## config.mk

```make
export PLATFORM = sky130hd
export DESIGN_NAME = brb_front
export DESIGN_NICKNAME = d
export VERILOG_FILES = /design/src/brb_pkg.sv /design/src/brb_front.sv
export SDC_FILE = /design/constraint.sdc
export NUM_CORES = 1
export LEC_CHECK = 0
export BUFFER_PORTS_ARGS = -buffer_cell sky130_fd_sc_hd__buf_4
export CORE_AREA = 5 5 46 58
export CTS_CLUSTER_SIZE = 8
export DETAILED_ROUTE_END_ITERATION = 6
export DIE_AREA = 0 0 51 63
export PLACE_DENSITY = 0.72
export SYNTH_ARGS = -nofsm -noshare
export SYNTH_HDL_FRONTEND = slang
export SYNTH_SLANG_ARGS = --single-unit
```

## constraint.sdc

```tcl
create_clock -name clk -period 1.3 [get_ports clk]
set_input_delay 0.065 -clock clk [delete_from_list [all_inputs] [get_ports clk]]
set_output_delay 0.065 -clock clk [all_outputs]
set_load 0.02 [all_outputs]
```

## src/brb_pkg.sv

```systemverilog
// Shared constants, operation codes and command types for the byte ring buffer.
package brb_pkg;

  localparam int DEPTH_DEFAULT              = 1024;
  localparam int HEADER_BYTES_DEFAULT       = 8;
  localparam int LENGTH_FIELD_BYTES_DEFAULT = 4;

  localparam int OP_W        = 3;
  localparam int CNT_W       = 11;
  localparam int BYTE_W      = 8;
  localparam int QUEUE_DEPTH = 2;

  localparam logic [CNT_W-1:0] MLEN_MAX = '1;

  localparam logic [OP_W-1:0] OP_PUSH_BEGIN = 3'd0;
  localparam logic [OP_W-1:0] OP_PUSH_BYTE  = 3'd1;
  localparam logic [OP_W-1:0] OP_POP_BEGIN  = 3'd2;
  localparam logic [OP_W-1:0] OP_MSG_BEGIN  = 3'd3;
  localparam logic [OP_W-1:0] OP_POP_BYTE   = 3'd4;

  typedef enum logic [2:0] {
    CMD_PUSH_BEGIN,
    CMD_PUSH_BYTE,
    CMD_POP_BEGIN,
    CMD_MSG_BEGIN,
    CMD_POP_BYTE,
    CMD_BAD
  } cmd_kind_t;

  typedef struct packed {
    cmd_kind_t          kind;
    logic [CNT_W-1:0]   count;
    logic [BYTE_W-1:0]  data;
    logic               consume;
  } cmd_t;

endpackage

```

## src/brb_front.sv

```systemverilog
// Front stage: accepts request transactions and classifies them into commands.
module brb_front (
  input  logic                     clk,
  input  logic                     rst,
  input  logic                     in_valid,
  output logic                     in_ready,
  input  logic [brb_pkg::OP_W-1:0]   in_operation,
  input  logic [brb_pkg::CNT_W-1:0]  in_count,
  input  logic [brb_pkg::BYTE_W-1:0] in_data,
  input  logic                     in_consume,
  output logic                     cmd_valid,
  input  logic                     cmd_ready,
  output brb_pkg::cmd_t            cmd
);
  import brb_pkg::*;

  logic stage_valid;
  cmd_t stage_cmd;

  function automatic cmd_kind_t classify(input logic [OP_W-1:0] op);
    cmd_kind_t k;
    unique case (op)
      OP_PUSH_BEGIN: k = CMD_PUSH_BEGIN;
      OP_PUSH_BYTE:  k = CMD_PUSH_BYTE;
      OP_POP_BEGIN:  k = CMD_POP_BEGIN;
      OP_MSG_BEGIN:  k = CMD_MSG_BEGIN;
      OP_POP_BYTE:   k = CMD_POP_BYTE;
      default:       k = CMD_BAD;
    endcase
    return k;
  endfunction

  assign in_ready  = !stage_valid || cmd_ready;
  assign cmd_valid = stage_valid;
  assign cmd       = stage_cmd;

  always_ff @(posedge clk) begin
    if (rst) begin
      stage_valid <= 1'b0;
    end else if (in_valid && in_ready) begin
      stage_valid <= 1'b1;
    end else if (cmd_ready) begin
      stage_valid <= 1'b0;
    end
  end

  always_ff @(posedge clk) begin
    if (in_valid && in_ready) begin
      stage_cmd.kind    <= classify(in_operation);
      stage_cmd.count   <= in_count;
      stage_cmd.data    <= in_data;
      stage_cmd.consume <= in_consume;
    end
  end

endmodule

```

# Word-level counts from Yosys, hierarchy flattened
# Cells that the tools add are included.
# totals
reg_bits	24
input_bits	27
output_inout_bits	25
elab_cells	17
# op_classes
n_eq_ne	4
muxes	3
n_reduce_logical	5
# op_table
operator	n
one-hot mux 3 bit (5 select lines)	1
== test 3 x 2 -> 1 bit, second input constant	2
== test 3 x 1 -> 1 bit, second input constant	1
== test 3 bit, second input constant	1
logical NOT 3 bit	1
2-to-1 mux 1 bit	2
nonzero test 2 bit	1
logical AND 1 bit	1
logical NOT 1 bit	1
logical OR 1 bit	1

# Depth between registers and ports, before layout
# depth
depth_word	4
ltp_mapped	2

# Worst setup path before layout
# Ideal clock, no wire load.
# synth_path
kind	reg2reg
start	register stage_valid, in the netlist cmd_valid
end	register stage_cmd (netlist bit cmd[0]), enable pin
setup_ps	324
arrival_time_ps	816
required_time_ps	976
slack_ps	159
path_stages_with_launch	3
path_cell_list	dfxtp_1 > nand2b_4 > and2_4
# synth_via
elab_chain_len	3
# synth_rtl
element	line	rtl
start: declaration	brb_front.sv:17	logic stage_valid;
start signal: assignment	brb_front.sv:39	stage_valid <= 1'b0;
start signal: assignment	brb_front.sv:41	stage_valid <= 1'b1;
start signal: assignment	brb_front.sv:43	stage_valid <= 1'b0;
logical NOT 1 bit	brb_front.sv:33	assign in_ready = !stage_valid || cmd_ready;
logical OR 1 bit	brb_front.sv:33	
named net in_ready	brb_front.sv:6	output logic in_ready,
logical AND 1 bit	brb_front.sv:48	if (in_valid && in_ready) begin
end: declaration	brb_front.sv:18	cmd_t stage_cmd;
# The timed path passes the listed nets, and every way through them passes these cells.
# A chain may end at the register's enable or synchronous reset.

# Final worst setup path
# layout_path
start	register stage_valid, in the netlist cmd_valid
end	register stage_valid, in the netlist cmd_valid
# layout_via
elab_chain_len	4
word_cells_on_any_way	5
classes_between	mux: 1; reduce/logical: 4
# layout_rtl
element	line	rtl
logical NOT 1 bit *	brb_front.sv:33	
logical OR 1 bit *	brb_front.sv:33	
logical AND 1 bit *	brb_front.sv:40	end else if (in_valid && in_ready) begin
2-to-1 mux 1 bit or nonzero test 2 bit (tied branches)	n/a	
# Every way passes the cells marked *; elsewhere a longest branch is shown, timed or not.

==> impl_metrics.ini <==
[detailed_routing]
vias = 568
dr.pass1.iters = 3
wirelength_um = 1930
drtIter0Drc = 3
drcViolationCount = 0
ant_nets = 0
routed_via_density = 4.37
wl_per_cell_um = 14.9

[timing]
finalSetupViolCount = 0
finClkSkew_ps = 11.8
fmax_ghz = 0.800
period_needed_ps = 1250
hold_violations = 0
relSlewSlack_pct = 80.6
worst_pin_slew_ps = 291
whs_ps = 32.8
final_max_slew_viol_count = 0
fin_crit_sh_pct = 96.2
finalSetupTns_ps = 0

[final_layout]
antennaDiodeCount = 0
multi_input_area_um2 = 45.0
final_common_cell = buf_4
register_area_um2 = 711
syn_to_final_growth_pct = 91.5
nNetsFinal = 137
fillerInstances = 132
layout_common_cells = buf_4, dlygate4sd3_1, edfxtp_1, clkbuf_4
drive_above_1_share_pct = 53.2

[placement]
port_buffers = 51
routabilityCongestion = 0.603

[yosys]
seq_area_frac_synth_pct = 93.1
synthDistinctLibCells = 9
syn_area_um2 = 763
synth_seq_cells = 24
syn_area_per_cell_um2 = 24.6
synthesis.nets = 58
synth_cells = 31
ys_warn_count = 0

[flow_run]
drv_cap = 0

[global_routing]
overflow = 0
antenna_found_initial = 0
grt_max_degree = 24
grt_pass1_vias = 680
grt_first_pass_wirelength_um = 3000
grt_usage_pct = 12.5

[clock_network]
cts.clk_slew.worst_paths_ps = 130
clock_sinks = 24
cts.htree.levels = 1
cts_inserted_buffers = 3
cts_tree = done
cts_resized = 0
post-cts-setup-buffers = 0
root_buffer = clkbuf_4
cts.path.max_buffers = 2
clock_latency_ps = 320

[critical_path]
crit_path_max_fanout = 3
startpoint_type = flip-flop
ff2ff_path_depth = 3
cp-end-kind = flip-flop
r2r_slack_ps = 50
worst_ep_required_time_ps = 1570
arrival_ps = 1520
critPathKind = flip-flop to flip-flop

[min_path]
hold_class = input pin to flip-flop
hold_path_depth = 2

[floorplanning]
io_pins = 52
dieArea_um2 = 3210
std_cell_rows = 19
core_um2 = 2120
start_util_pct = 36.1
dieHeight_um = 63
dieWidth_um = 51

[pwr]
irDropWorstVdd_mv = 0.956
power.density_nw_per_um2 = 1180
p_leak_nw = 0.632

[run_status]
status = finished clean
## Yosys cell counts
master	instances	area share, %
a21o_1	1	0.98
dfxtp_1	1	2.6
inv_1	1	0.49
nand2b_4	1	1.8
and2_4	1	1.1
nor2b_1	1	0.82
a21oi_2	1	1.1
edfxtp_1	23	90
clkbuf_1	1	0.49
## sequential cells by signal, indices dropped and copies added, names as in the netlist
register   count
cmd           23
cmd_valid      1
## power by group
part	leakage (nW)	internal [mW]	total, mW	switching (mW)
combinational	0.373	0.157	0.277	0.120
sequential	0.231	0.900	0.914	0.0143
clock	0.0279	0.312	0.529	0.217
## kinds of logic (layout without fill, tap and decap cells)
| logic type | count (synthesis) | after routing | synth area share, % |
|---|---|---|---|
| AO/OA/AOI/OAI | 2 | 2 | 2.13 |
| buffers and inverters | 2 | 80 | 0.983 |
| flip-flops | 24 | 24 | 93.1 |
| AND/OR/NAND/NOR | 3 | 3 | 3.77 |
## path summary, 6_finish.rpt
check / startpoint / to
worst max-delay path: cmd_valid$_SDFFE_PP0P_ / cmd_valid$_SDFFE_PP0P_
worst min-delay path: in_operation[1] / cmd[20]$_DFFE_PP_
worst min register to register: cmd_valid$_SDFFE_PP0P_ / cmd[0]$_DFFE_PP_
worst max register to register: cmd_valid$_SDFFE_PP0P_ / cmd_valid$_SDFFE_PP0P_
## through the flow
stage	cell area [µm²]	setup slack (ps)	util, %	power (mW)	std cells
2_1_floorplan	763	159	-	1.02	31
3_3_place_gp	1170	254	55.2	1.14	102
3_5_place_dp	1170	223	55.2	1.15	102
4_1_cts	1450	109	68.6	1.72	129
5_1_grt	1460	-6.18	69.1	1.79	130
6_report	1460	49.5	69.1	1.72	130
## critical path: stages, from the launching register on
cell and delay, ps:
dfxtp_1 420, nand2b_4 80, a21oi_2 150, dlygate4sd3_1 560
## metal layers
metal / up-vias / share of wire, % / global-route usage [%] / routed length (µm)
li1: 271 / - / - / -
met1: 264 / 32 / 11.8 / 615
met2: 33 / 56 / 22.9 / 1090
met3: 0 / 12 / 4.30 / 225
met4: 0 / 0 / 6.06 / 0
met5: - / 0 / 0 / 0
## final cells by class
class | count | share of cell area (%)
Timing Repair Buffer | 75 | 42.6
Inverter | 1 | 0.257
Sequential cell | 24 | 48.6
Multi-Input combinational cell | 5 | 3.08
Clock buffer | 3 | 1.54
Clock inverter | 1 | 2.05
Tap cell | 21 | 1.80
## what timing repair did
action                                  CTS  global route
endpoints found under the setup margin    0             0
endpoints found under the hold margin    22             1
hold buffers                             23             1
(Power assumes the default switching activity.)
