**src/brb_pkg.sv**
```systemverilog
// Shared constants, operation codes and command types for the byte ring buffer.
package brb_pkg;

  localparam int DEPTH_DEFAULT              = 1024;
  localparam int HEADER_BYTES_DEFAULT       = 8;
  localparam int LENGTH_FIELD_BYTES_DEFAULT = 4;

  localparam int OP_W        = 3;
  localparam int CNT_W       = 11;
  localparam int BYTE_W      = 8;
  localparam int QUEUE_DEPTH = 2;

  localparam logic [CNT_W-1:0] MLEN_MAX = '1;

  localparam logic [OP_W-1:0] OP_PUSH_BEGIN = 3'd0;
  localparam logic [OP_W-1:0] OP_PUSH_BYTE  = 3'd1;
  localparam logic [OP_W-1:0] OP_POP_BEGIN  = 3'd2;
  localparam logic [OP_W-1:0] OP_MSG_BEGIN  = 3'd3;
  localparam logic [OP_W-1:0] OP_POP_BYTE   = 3'd4;

  typedef enum logic [2:0] {
    CMD_PUSH_BEGIN,
    CMD_PUSH_BYTE,
    CMD_POP_BEGIN,
    CMD_MSG_BEGIN,
    CMD_POP_BYTE,
    CMD_BAD
  } cmd_kind_t;

  typedef struct packed {
    cmd_kind_t          kind;
    logic [CNT_W-1:0]   count;
    logic [BYTE_W-1:0]  data;
    logic               consume;
  } cmd_t;

endpackage

```
**src/brb_queue.sv**
```systemverilog
// Short command queue between the front and back stages.
module brb_queue (
  input  logic          clk,
  input  logic          rst,
  input  logic          push_valid,
  output logic          push_ready,
  input  brb_pkg::cmd_t push_cmd,
  output logic          pop_valid,
  input  logic          pop_ready,
  output brb_pkg::cmd_t pop_cmd
);
  import brb_pkg::*;

  localparam int PW = (QUEUE_DEPTH > 1) ? $clog2(QUEUE_DEPTH) : 1;

  cmd_t              entries [QUEUE_DEPTH];
  logic [PW-1:0]     wr_ptr;
  logic [PW-1:0]     rd_ptr;
  logic [PW:0]       fill;
  logic              do_push;
  logic              do_pop;

  assign push_ready = fill != (PW+1)'(QUEUE_DEPTH);
  assign pop_valid  = fill != '0;
  assign pop_cmd    = entries[rd_ptr];
  assign do_push    = push_valid && push_ready;
  assign do_pop     = pop_valid && pop_ready;

  function automatic logic [PW-1:0] bump(input logic [PW-1:0] p);
    return (p == PW'(QUEUE_DEPTH - 1)) ? '0 : p + PW'(1);
  endfunction

  always_ff @(posedge clk) begin
    if (rst) begin
      wr_ptr <= '0;
      rd_ptr <= '0;
      fill   <= '0;
    end else begin
      if (do_push) wr_ptr <= bump(wr_ptr);
      if (do_pop)  rd_ptr <= bump(rd_ptr);
      if (do_push && !do_pop) begin
        fill <= fill + (PW+1)'(1);
      end else if (do_pop && !do_push) begin
        fill <= fill - (PW+1)'(1);
      end
    end
  end

  always_ff @(posedge clk) begin
    if (do_push) entries[wr_ptr] <= push_cmd;
  end

endmodule

```
**config.mk**
```make
export PLATFORM = sky130hd
export DESIGN_NAME = brb_queue
export DESIGN_NICKNAME = d
export VERILOG_FILES = /design/src/brb_pkg.sv /design/src/brb_queue.sv
export SDC_FILE = /design/constraint.sdc
export NUM_CORES = 1
export LEC_CHECK = 0
export BUFFER_PORTS_ARGS = -buffer_cell sky130_fd_sc_hd__buf_2
export CAP_MARGIN = 20
export CORE_MARGIN = 4
export CORE_UTILIZATION = 46
export CTS_CLUSTER_DIAMETER = 120
export DETAILED_ROUTE_END_ITERATION = 7
export PLACE_DENSITY = 0.74
export SYNTH_ARGS = -nofsm -noshare
export SYNTH_HDL_FRONTEND = slang
export SYNTH_SLANG_ARGS = --single-unit
```
**constraint.sdc**
```tcl
create_clock -name clk -period 1.5 [get_ports clk]
set_input_delay 0 -clock clk [delete_from_list [all_inputs] [get_ports clk]]
set_output_delay 0 -clock clk [all_outputs]
set_load 0.01 [all_outputs]
```
== Yosys cells after proc, flatten, opt, wreduce, memory -nomap -nowiden ==
Memories as Yosys holds them, arrays and structs flattened. A register that Yosys moved wholly into a read port is not among the register bits.
Index checks and enable logic that the tools add are counted.

* $add $sub $neg: 4
* Multiply operators: 0
* Divide/modulo/power cells: 0
* Order comparisons: 0
* Equality and inequality tests: 1
* Shift operators: 0
* Muxes and demuxes: 8
* Bitwise gates (word level): 0
* Reduce and logical (&&, ||, !) cells: 8

{| class="wikitable"
|+ Operators with widths
! kind !! count
|-
| $mux 1 || 6
|-
| $logic_and 1x1->1 || 4
|-
| $mux 2 || 2
|-
| $reduce_bool 2->1 || 2
|-
| $add 1x1->1 const B || 2
|-
| $add 2x1->2 const B || 1
|-
| $logic_not 1->1 || 2
|-
| $ne 2x2->1 const B || 1
|-
| $sub 2x1->2 const B || 1
|}

* Bits in registers: 4
* Latch bits: 0
* RAM bits: 46
* ROM bits: 0
* Input port bits: 27
* Output and inout bits: 25
* Logic and storage cells: 25
* Memories: 1

{| class="wikitable"
|+ Memories
! memory !! depth !! width !! read ports !! clocked after Yosys merged registers in !! wr ports !! line !! source
|-
| entries || 2 || 23 || 1 || 1 || 1 || brb_queue.sv:16 || <nowiki>cmd_t entries [QUEUE_DEPTH];</nowiki>
|}

== Longest topological paths before layout ==
Gate-level depths: netlist of run 1.

* Depth after elaboration: 6
* Depth in mapped cells: 6
* Mapped depth without buffers: 6

== Least setup slack after synthesis of run 1 ==
No wires, ideal clock.

* Kind: flip-flop to flip-flop
* Start point: register fill[0]
* End point: memory entries[1][0] (netlist name) (enable)
* Library setup time: 382 ps
* Arrival time: 1269 ps
* Data required time: 1118 ps
* Path slack: -150 ps
* Stages on the path, launching flop included: 3
* Path buffers: 0
* Clock period less this slack: 1650 ps
* Path through: dfxtp_1 -> nand2b_1 -> and3_1

* Cells in the longest elaborated chain, start to end: 4

{| class="wikitable"
|+ RTL lines
! element !! line !! source
|-
| start: declaration || brb_queue.sv:19 || <nowiki>logic [PW:0] fill;</nowiki>
|-
| start signal: assignment || brb_queue.sv:42 || <nowiki>fill <= fill + (PW+1)'(1);</nowiki>
|-
| start signal: assignment || brb_queue.sv:44 || <nowiki>fill <= fill - (PW+1)'(1);</nowiki>
|-
| $ne 2x2->1 || brb_queue.sv:23 || <nowiki>assign push_ready = fill != (PW+1)'(QUEUE_DEPTH);</nowiki>
|-
| net push_ready || brb_queue.sv:6 || <nowiki>output logic push_ready,</nowiki>
|-
| $logic_and 1x1->1 || brb_queue.sv:26 || <nowiki>assign do_push = push_valid && push_ready;</nowiki>
|-
| $mux 1 || brb_queue.sv:50 || <nowiki>if (do_push) entries[wr_ptr] <= push_cmd;</nowiki>
|-
| $mux 1 (implied by the code) || brb_queue.sv:50 ||
|-
| end: declaration || brb_queue.sv:16 ||
|}

The timed path passes the listed nets, and every way through them passes these cells.

== Worst setup path after layout of run 1 ==
* Start point: register fill[0]
* End point: register fill[1]

* Cells in the longest elaborated chain, start to end: 5
* Elaborated cells between the ends (all ways): 13
* Those cells by class: add/sub (2); eq/ne (1); mux (2); reduce/logical (8)

{| class="wikitable"
|+ RTL lines
! element !! line !! source
|-
| $ne 2x2->1 * || brb_queue.sv:23 ||
|-
| $logic_and 1x1->1 * || brb_queue.sv:26 ||
|-
| net do_push || brb_queue.sv:20 || <nowiki>logic do_push;</nowiki>
|-
| $logic_not 1->1 || brb_queue.sv:43 || <nowiki>end else if (do_pop && !do_push) begin</nowiki>
|-
| $logic_and 1x1->1 || brb_queue.sv:43 ||
|-
| $reduce_bool 2->1 (no source line) || n/a ||
|}

The timed path passes the listed nets; every way through them passes the cells marked *. The select of a mux whose other input is x is not followed.
A chain may end at the register's enable or synchronous reset.

==> results of run 1 <==
[registers in the layout, indices dropped and copies added, names as in the netlist, named ones only]
signal and cells:
wr_ptr 1, rd_ptr 1, entries 46, fill 2
[through the flow]
| stage | total power [mW] | area [µm²] |
|---|---|---|
| 2_1_floorplan | 2.54 | 1880 |
| 6_report | 3.97 | 2650 |
| 3_3_place_gp | 2.96 | 2280 |
| 3_5_place_dp | 3.03 | 2280 |
| 4_1_cts | 4.01 | 2650 |
| 5_1_grt | 4.16 | 2650 |
[per-layer routing]
| layer | share of wire (%) | wire, µm | global-route usage [%] |
|---|---|---|---|
| met4 | 1.3 | 46 | 5.01 |
| met1 | 37 | 1260 | 14.1 |
| met5 | 0 | 0 | 0 |
| met2 | 56 | 1930 | 26.4 |
| met3 | 5.4 | 184 | 5.47 |
[power groups by stage]
stage,logic [mW],clock network [mW],registers [mW]
2_1_floorplan,0.662,0,1.88
3_5_place_dp,1.14,0,1.89
6_report,1.21,0.892,1.87
5_1_grt,1.29,0.986,1.89
3_3_place_gp,1.09,0,1.87
4_1_cts,1.22,0.921,1.87
[path summary, 6_finish.rpt]
kind                        start                   end  slack, ps  depth (start not counted)
max          fill[0]$_SDFFE_PP0P_  fill[1]$_SDFFE_PP0P_         20                          6
min reg2reg   rd_ptr$_SDFFE_PP0P_   rd_ptr$_SDFFE_PP0P_        530                          2
max reg2reg  fill[0]$_SDFFE_PP0P_  fill[1]$_SDFFE_PP0P_         20                          6
min                    push_valid   wr_ptr$_SDFFE_PP0P_         40                          3
[cells in the final DEF (no fill, tap or decap)]
cell type,synthesis,final
buf_2,2,51
edfxtp_1,46,46
dlygate4sd3_1,0,24
mux2_2,23,23
buf_4,0,7
clkbuf_8,0,5
xor2_1,3,3
nor2_1,3,3
dfxtp_1,5,3
dfxtp_2,0,2
buf_12,0,2
nand2b_4,0,1
and2_1,1,1
or2_2,1,1
o21ai_2,0,1
and3_2,0,1
nand3b_1,1,1
inv_1,1,1
a21bo_2,1,1
a21oi_1,2,1
o21ai_0,2,1
or3_1,1,1
a21oi_2,0,1
ha_4,0,1
bufinv_16,0,1
clkinv_2,0,1
clkinv_1,0,1
[logic make-up (layout without fill, tap and decap cells)]
| kind of cell | Yosys count | after routing | synth area share [%] |
|---|---|---|---|
| AND/OR/NAND/NOR | 9 | 9 | 2.67 |
| flip-flops | 51 | 51 | 79.1 |
| multiplexers | 23 | 23 | 13.8 |
| XOR/XNOR | 3 | 3 | 1.40 |
| buffers and inverters | 3 | 93 | 0.735 |
| AO/OA/AOI/OAI | 5 | 5 | 1.60 |
| adder cells (fa/ha/maj) | 1 | 1 | 0.668 |
[worst min-delay path, cell delays in order]
cell      delay, ps
buf_2           120
nand3b_1        100
a21oi_1          70
[timing repair]
action | 4_1_cts | 5_1_grt
setup endpoints to repair | 1 | 1
gates resized for setup | 5 | 1
pin swaps | 2 | 0
hold buffers | 24 | 0
hold endpoints to repair | 51 | 0
[layout make-up]
class,instances,area [µm²]
clock buffers,5,68.8
clock inverters,3,38.8
fillers,266,1150
inverters,1,3.75
multi-input cells,41,407
flip-flops and latches,51,1480
well taps,48,60.1
repair buffers,84,588
==> flow_summary.ini, run 1 <==
[outcome]
status = finished, final reports clean

[logic_synthesis]
yosys_warnings = 0
synth_edf_count = 46
synth_top_cell_area_share_pct = 73.7
synth_top_area_cell = edfxtp_1
async_reset_ff_share_pct = 0
synth.avg_cell_area_um2 = 19.7
netlist_instances = 95
synth_nets = 123
syn_area_um2 = 1870
synth_flop_cell = edfxtp_1
synth_area_leaders = edfxtp_1 (74%), mux2_2 (14%), dfxtp_1 (5.3%)
synthDistinctLibCells = 17
synth_most_common_cell = edfxtp_1
ys_seq_area_share_pct = 79.1
synthTopCellsByCount = edfxtp_1 (46), mux2_2 (23), dfxtp_1 (5), nor2_1 (3), xor2_1 (3)
ys_ff_latch = 51

[critical_path]
slowest_delay_ps = 350
slowest_stage = dfxtp_2
critical-path-top-delay-family = simple AND/OR/NAND/NOR gates
critical_path_class = flop to flop
path_buf_inv = 0
cp-end-kind = flop
critPathLaunchType = flop
crit_arrival_ps = 1710
cp_max_fo = 4
cp_cell_sequence = nand2b_4 > and2_1 > ha_4 > xor2_1 > or3_1 > a21oi_2
critPathRequiredTime_ps = 1730

[floorplan]
initial_core_util_pct = 49.3
num_rows = 22
fp.dieH_um = 71.8
die_w_um = 71.8
pin_count = 52
die-area_um2 = 5160
core_area_um2 = 3800

[global_routing]
grt_pass1_wl_mm = 5.42
grt_max_degree = 16
antenna_found_initial = 0
grt_overflow = 0
grtUsageTotal_pct = 14.1
grt_pass1_vias = 1214

[power]
power.internal_mw = 2.91
switching_share_pct = 26.6
p_comb_share_pct = 30.4
switching_power_mw = 1.06
power.leakage_nw = 1.03
power_frac_seq_pct = 47.1
power_frac_clock_pct = 22.5
peakVddDrop_uv = 961
p_per_area_nw_per_um2 = 1500

[clock_tree]
numCtsBuffers = 5
cts_setup_buffers = 0
clk_pin_slew_ps = 80
cts_root_buffer = clkbuf_8
cts_buffer_depth = 2
clk_latency_ps = 300
htreeDepth = 2
clock-sinks = 51
cts_tree = yes

[timing]
setup_viol = 0
grt_setup_unrepaired = true
tightest_slew_ps = 222
fmax_ghz = 0.675
fin_crit_ps = 1480
timing.final.max_slew_violations = 0
slew-limit-headroom_pct = 85.1
period_share_pct = 98.7
setup_tns_ps = 0
setup_slack_ps = 19.6
holdWs_ps = 38.2
fin_worst_skew_ps = 6.82
hold_violations = 0

[routing]
vias_per_cell = 4.80
drcViolationCount = 0
vias = 1119
drt_iter0_markers = 34
wl_per_cell_um = 14.7
ant_nets = 0
dr.pass1.iters = 4
wirelength_mm = 3.42

[finish]
areaGrowthSynthToFinish_pct = 41.5
diodes = 0
final_core_util_pct = 69.8
final_cells = 233
drive_above_1_share_pct = 53.5
nets = 212

[hold_path]
min_path_type = input pin to flop

[place]
portBuffers = 51
dp_cells = 201
dp_hpwl_mm = 2.40
place.gp.congestion = 0.702
dp_slack_ps = -94.0

[run]
cap_violations = 0
No activity file was read; power rests on OpenSTA's default activity.
==> run 2: changes to the inputs <==
--- a/config.mk
+++ b/config.mk
@@ -8,10 +8,11 @@
 export BUFFER_PORTS_ARGS = -buffer_cell sky130_fd_sc_hd__buf_2
 export CAP_MARGIN = 20
 export CORE_MARGIN = 4
-export CORE_UTILIZATION = 46
+export CORE_UTILIZATION = 48
+export CTS_BUF_LIST = sky130_fd_sc_hd__clkbuf_4 sky130_fd_sc_hd__clkbuf_8
 export CTS_CLUSTER_DIAMETER = 120
 export DETAILED_ROUTE_END_ITERATION = 7
-export PLACE_DENSITY = 0.74
+export PLACE_DENSITY = 0.77
 export SYNTH_ARGS = -nofsm -noshare
 export SYNTH_HDL_FRONTEND = slang
 export SYNTH_SLANG_ARGS = --single-unit
==> flow_summary.ini, run 2 (synthesis results as in run 1) <==
[outcome]
status = finished, final reports clean

[routing]
vias = 1072
ant_nets = 0
drt_iter0_markers = 46
dr.pass1.iters = 4
wirelength_mm = 3.30
wl_per_cell_um = 14.2
vias_per_cell = 4.60
drcViolationCount = 0

[clock_tree]
htreeDepth = 2
numCtsBuffers = 5
cts_setup_buffers = 0
cts_root_buffer = clkbuf_8
cts_tree = yes
clock-sinks = 51
cts_buffer_depth = 2
clk_latency_ps = 290
clk_pin_slew_ps = 80

[finish]
top_register = entries
diodes = 0
largest_register_ffs = 46
nets = 212
fin_area_um2 = 2630
drive_above_1_share_pct = 54.1
areaGrowthSynthToFinish_pct = 40.3
layout_commonest_cell = buf_2
final_cell_mix = buf_2 (51), edfxtp_1 (46), dlygate4sd3_1 (24)
top_regs = entries (46), fill (2)
final_core_util_pct = 70.7
final_cells = 233

[timing]
grt_setup_unrepaired = false
setup_viol = 0
hold_violations = 0
holdWs_ps = 55.3
fin_crit_ps = 1440
tightest_slew_ps = 218
timing.final.max_slew_violations = 0
slew-limit-headroom_pct = 85.3
fmax_ghz = 0.696
period_share_pct = 95.9
fin_worst_skew_ps = 3.82

[floorplan]
fp.dieH_um = 70.5
initial_core_util_pct = 50.4
die-area_um2 = 4970
die_w_um = 70.5
core_area_um2 = 3720
num_rows = 22
pin_count = 52

[hold_path]
min-delay-start = push_valid
min_path_type = input pin to flop

[place]
placed_cell_area_um2 = 2250
dp_cells = 201
dp_hpwl_mm = 2.19
place.gp.congestion = 0.696
portBuffers = 51

[power]
switching_power_mw = 1.05
power.internal_mw = 2.90
p_per_area_nw_per_um2 = 1500
power_frac_clock_pct = 22.7
p_comb_share_pct = 30.2
peakVddDrop_uv = 1020
switching_share_pct = 26.6
power_frac_seq_pct = 47.1
power.leakage_nw = 1.02

[critical_path]
critical_path_class = flop to flop
crit_arrival_ps = 1660
cp_max_fo = 3
setup.worst_path.start = fill[0]$_SDFFE_PP0P_
cp-end-kind = flop
regToRegStartpoint = fill[0]$_SDFFE_PP0P_
critPathLaunchType = flop
critPathRequiredTime_ps = 1730

[global_routing]
grt_pass1_wl_mm = 5.42
grtUsageTotal_pct = 14.5
grt_max_degree = 16
antenna_found_initial = 0
grt_pass1_vias = 1202
grt_overflow = 0

[run]
cap_violations = 0
==> run 2: critical path, cell delays in order, from the launching register on <==
cell	delay (ps)
dfxtp_2	340
nand2b_4	140
and2_4	160
ha_4	150
xor2_1	140
or3_1	320
a21oi_2	120
==> run 2: final timing paths <==
path	end	slack, ps	cells past startpoint
setup / recovery	fill[1]$_SDFFE_PP0P_	60	6
hold / removal	wr_ptr$_SDFFE_PP0P_	60	3
setup reg to reg	fill[1]$_SDFFE_PP0P_	60	6
hold reg to reg	flop	570	2
==> run 2: through the flow <==
stage / TNS, ps / worst slack [ps] / power [mW]
floorplan: 0 / 4.62 / 2.54
global route: 0 / 22.4 / 4.16
CTS: 0 / 17.9 / 3.96
global placement: 0 / 55.7 / 2.95
finish: 0 / 62.2 / 3.95
detailed placement: -25.9 / -25.9 / 2.99
==> run 2: area by class of cell <==
class	count	area (µm²)
clock buffers	5	68.8
clock inverters	3	38.8
flip-flops and latches	51	1480
fillers	266	1090
multi-input cells	41	409
well taps	48	60.1
repair buffers	84	563
inverters	1	3.75
==> run 2: layer usage <==
| metal | vias to the layer above | global-route usage (%) | wire length [µm] |
|---|---|---|---|
| met5 | - | 0 | 0 |
| met3 | 4 | 4.32 | 158 |
| met2 | 30 | 26.5 | 1820 |
| met4 | 0 | 5.11 | 47 |
| li1 | 539 | - | - |
| met1 | 499 | 15.7 | 1280 |
==> run 2: power groups by stage <==
stage	combinational (mW)	sequential, mW	clock, mW
2_1_floorplan	0.662	1.88	0
3_3_place_gp	1.08	1.86	0
3_5_place_dp	1.11	1.88	0
4_1_cts	1.19	1.85	0.917
5_1_grt	1.30	1.88	0.984
6_report	1.19	1.86	0.896
==> run 2: what timing repair did <==
action | 4_1_cts | 5_1_grt
endpoints found under the setup margin | 1 | 1
pin swaps | 1 | 1
hold endpoints to repair | 51 | 0
resized for setup | 3 | 4
hold buffers | 24 | 0
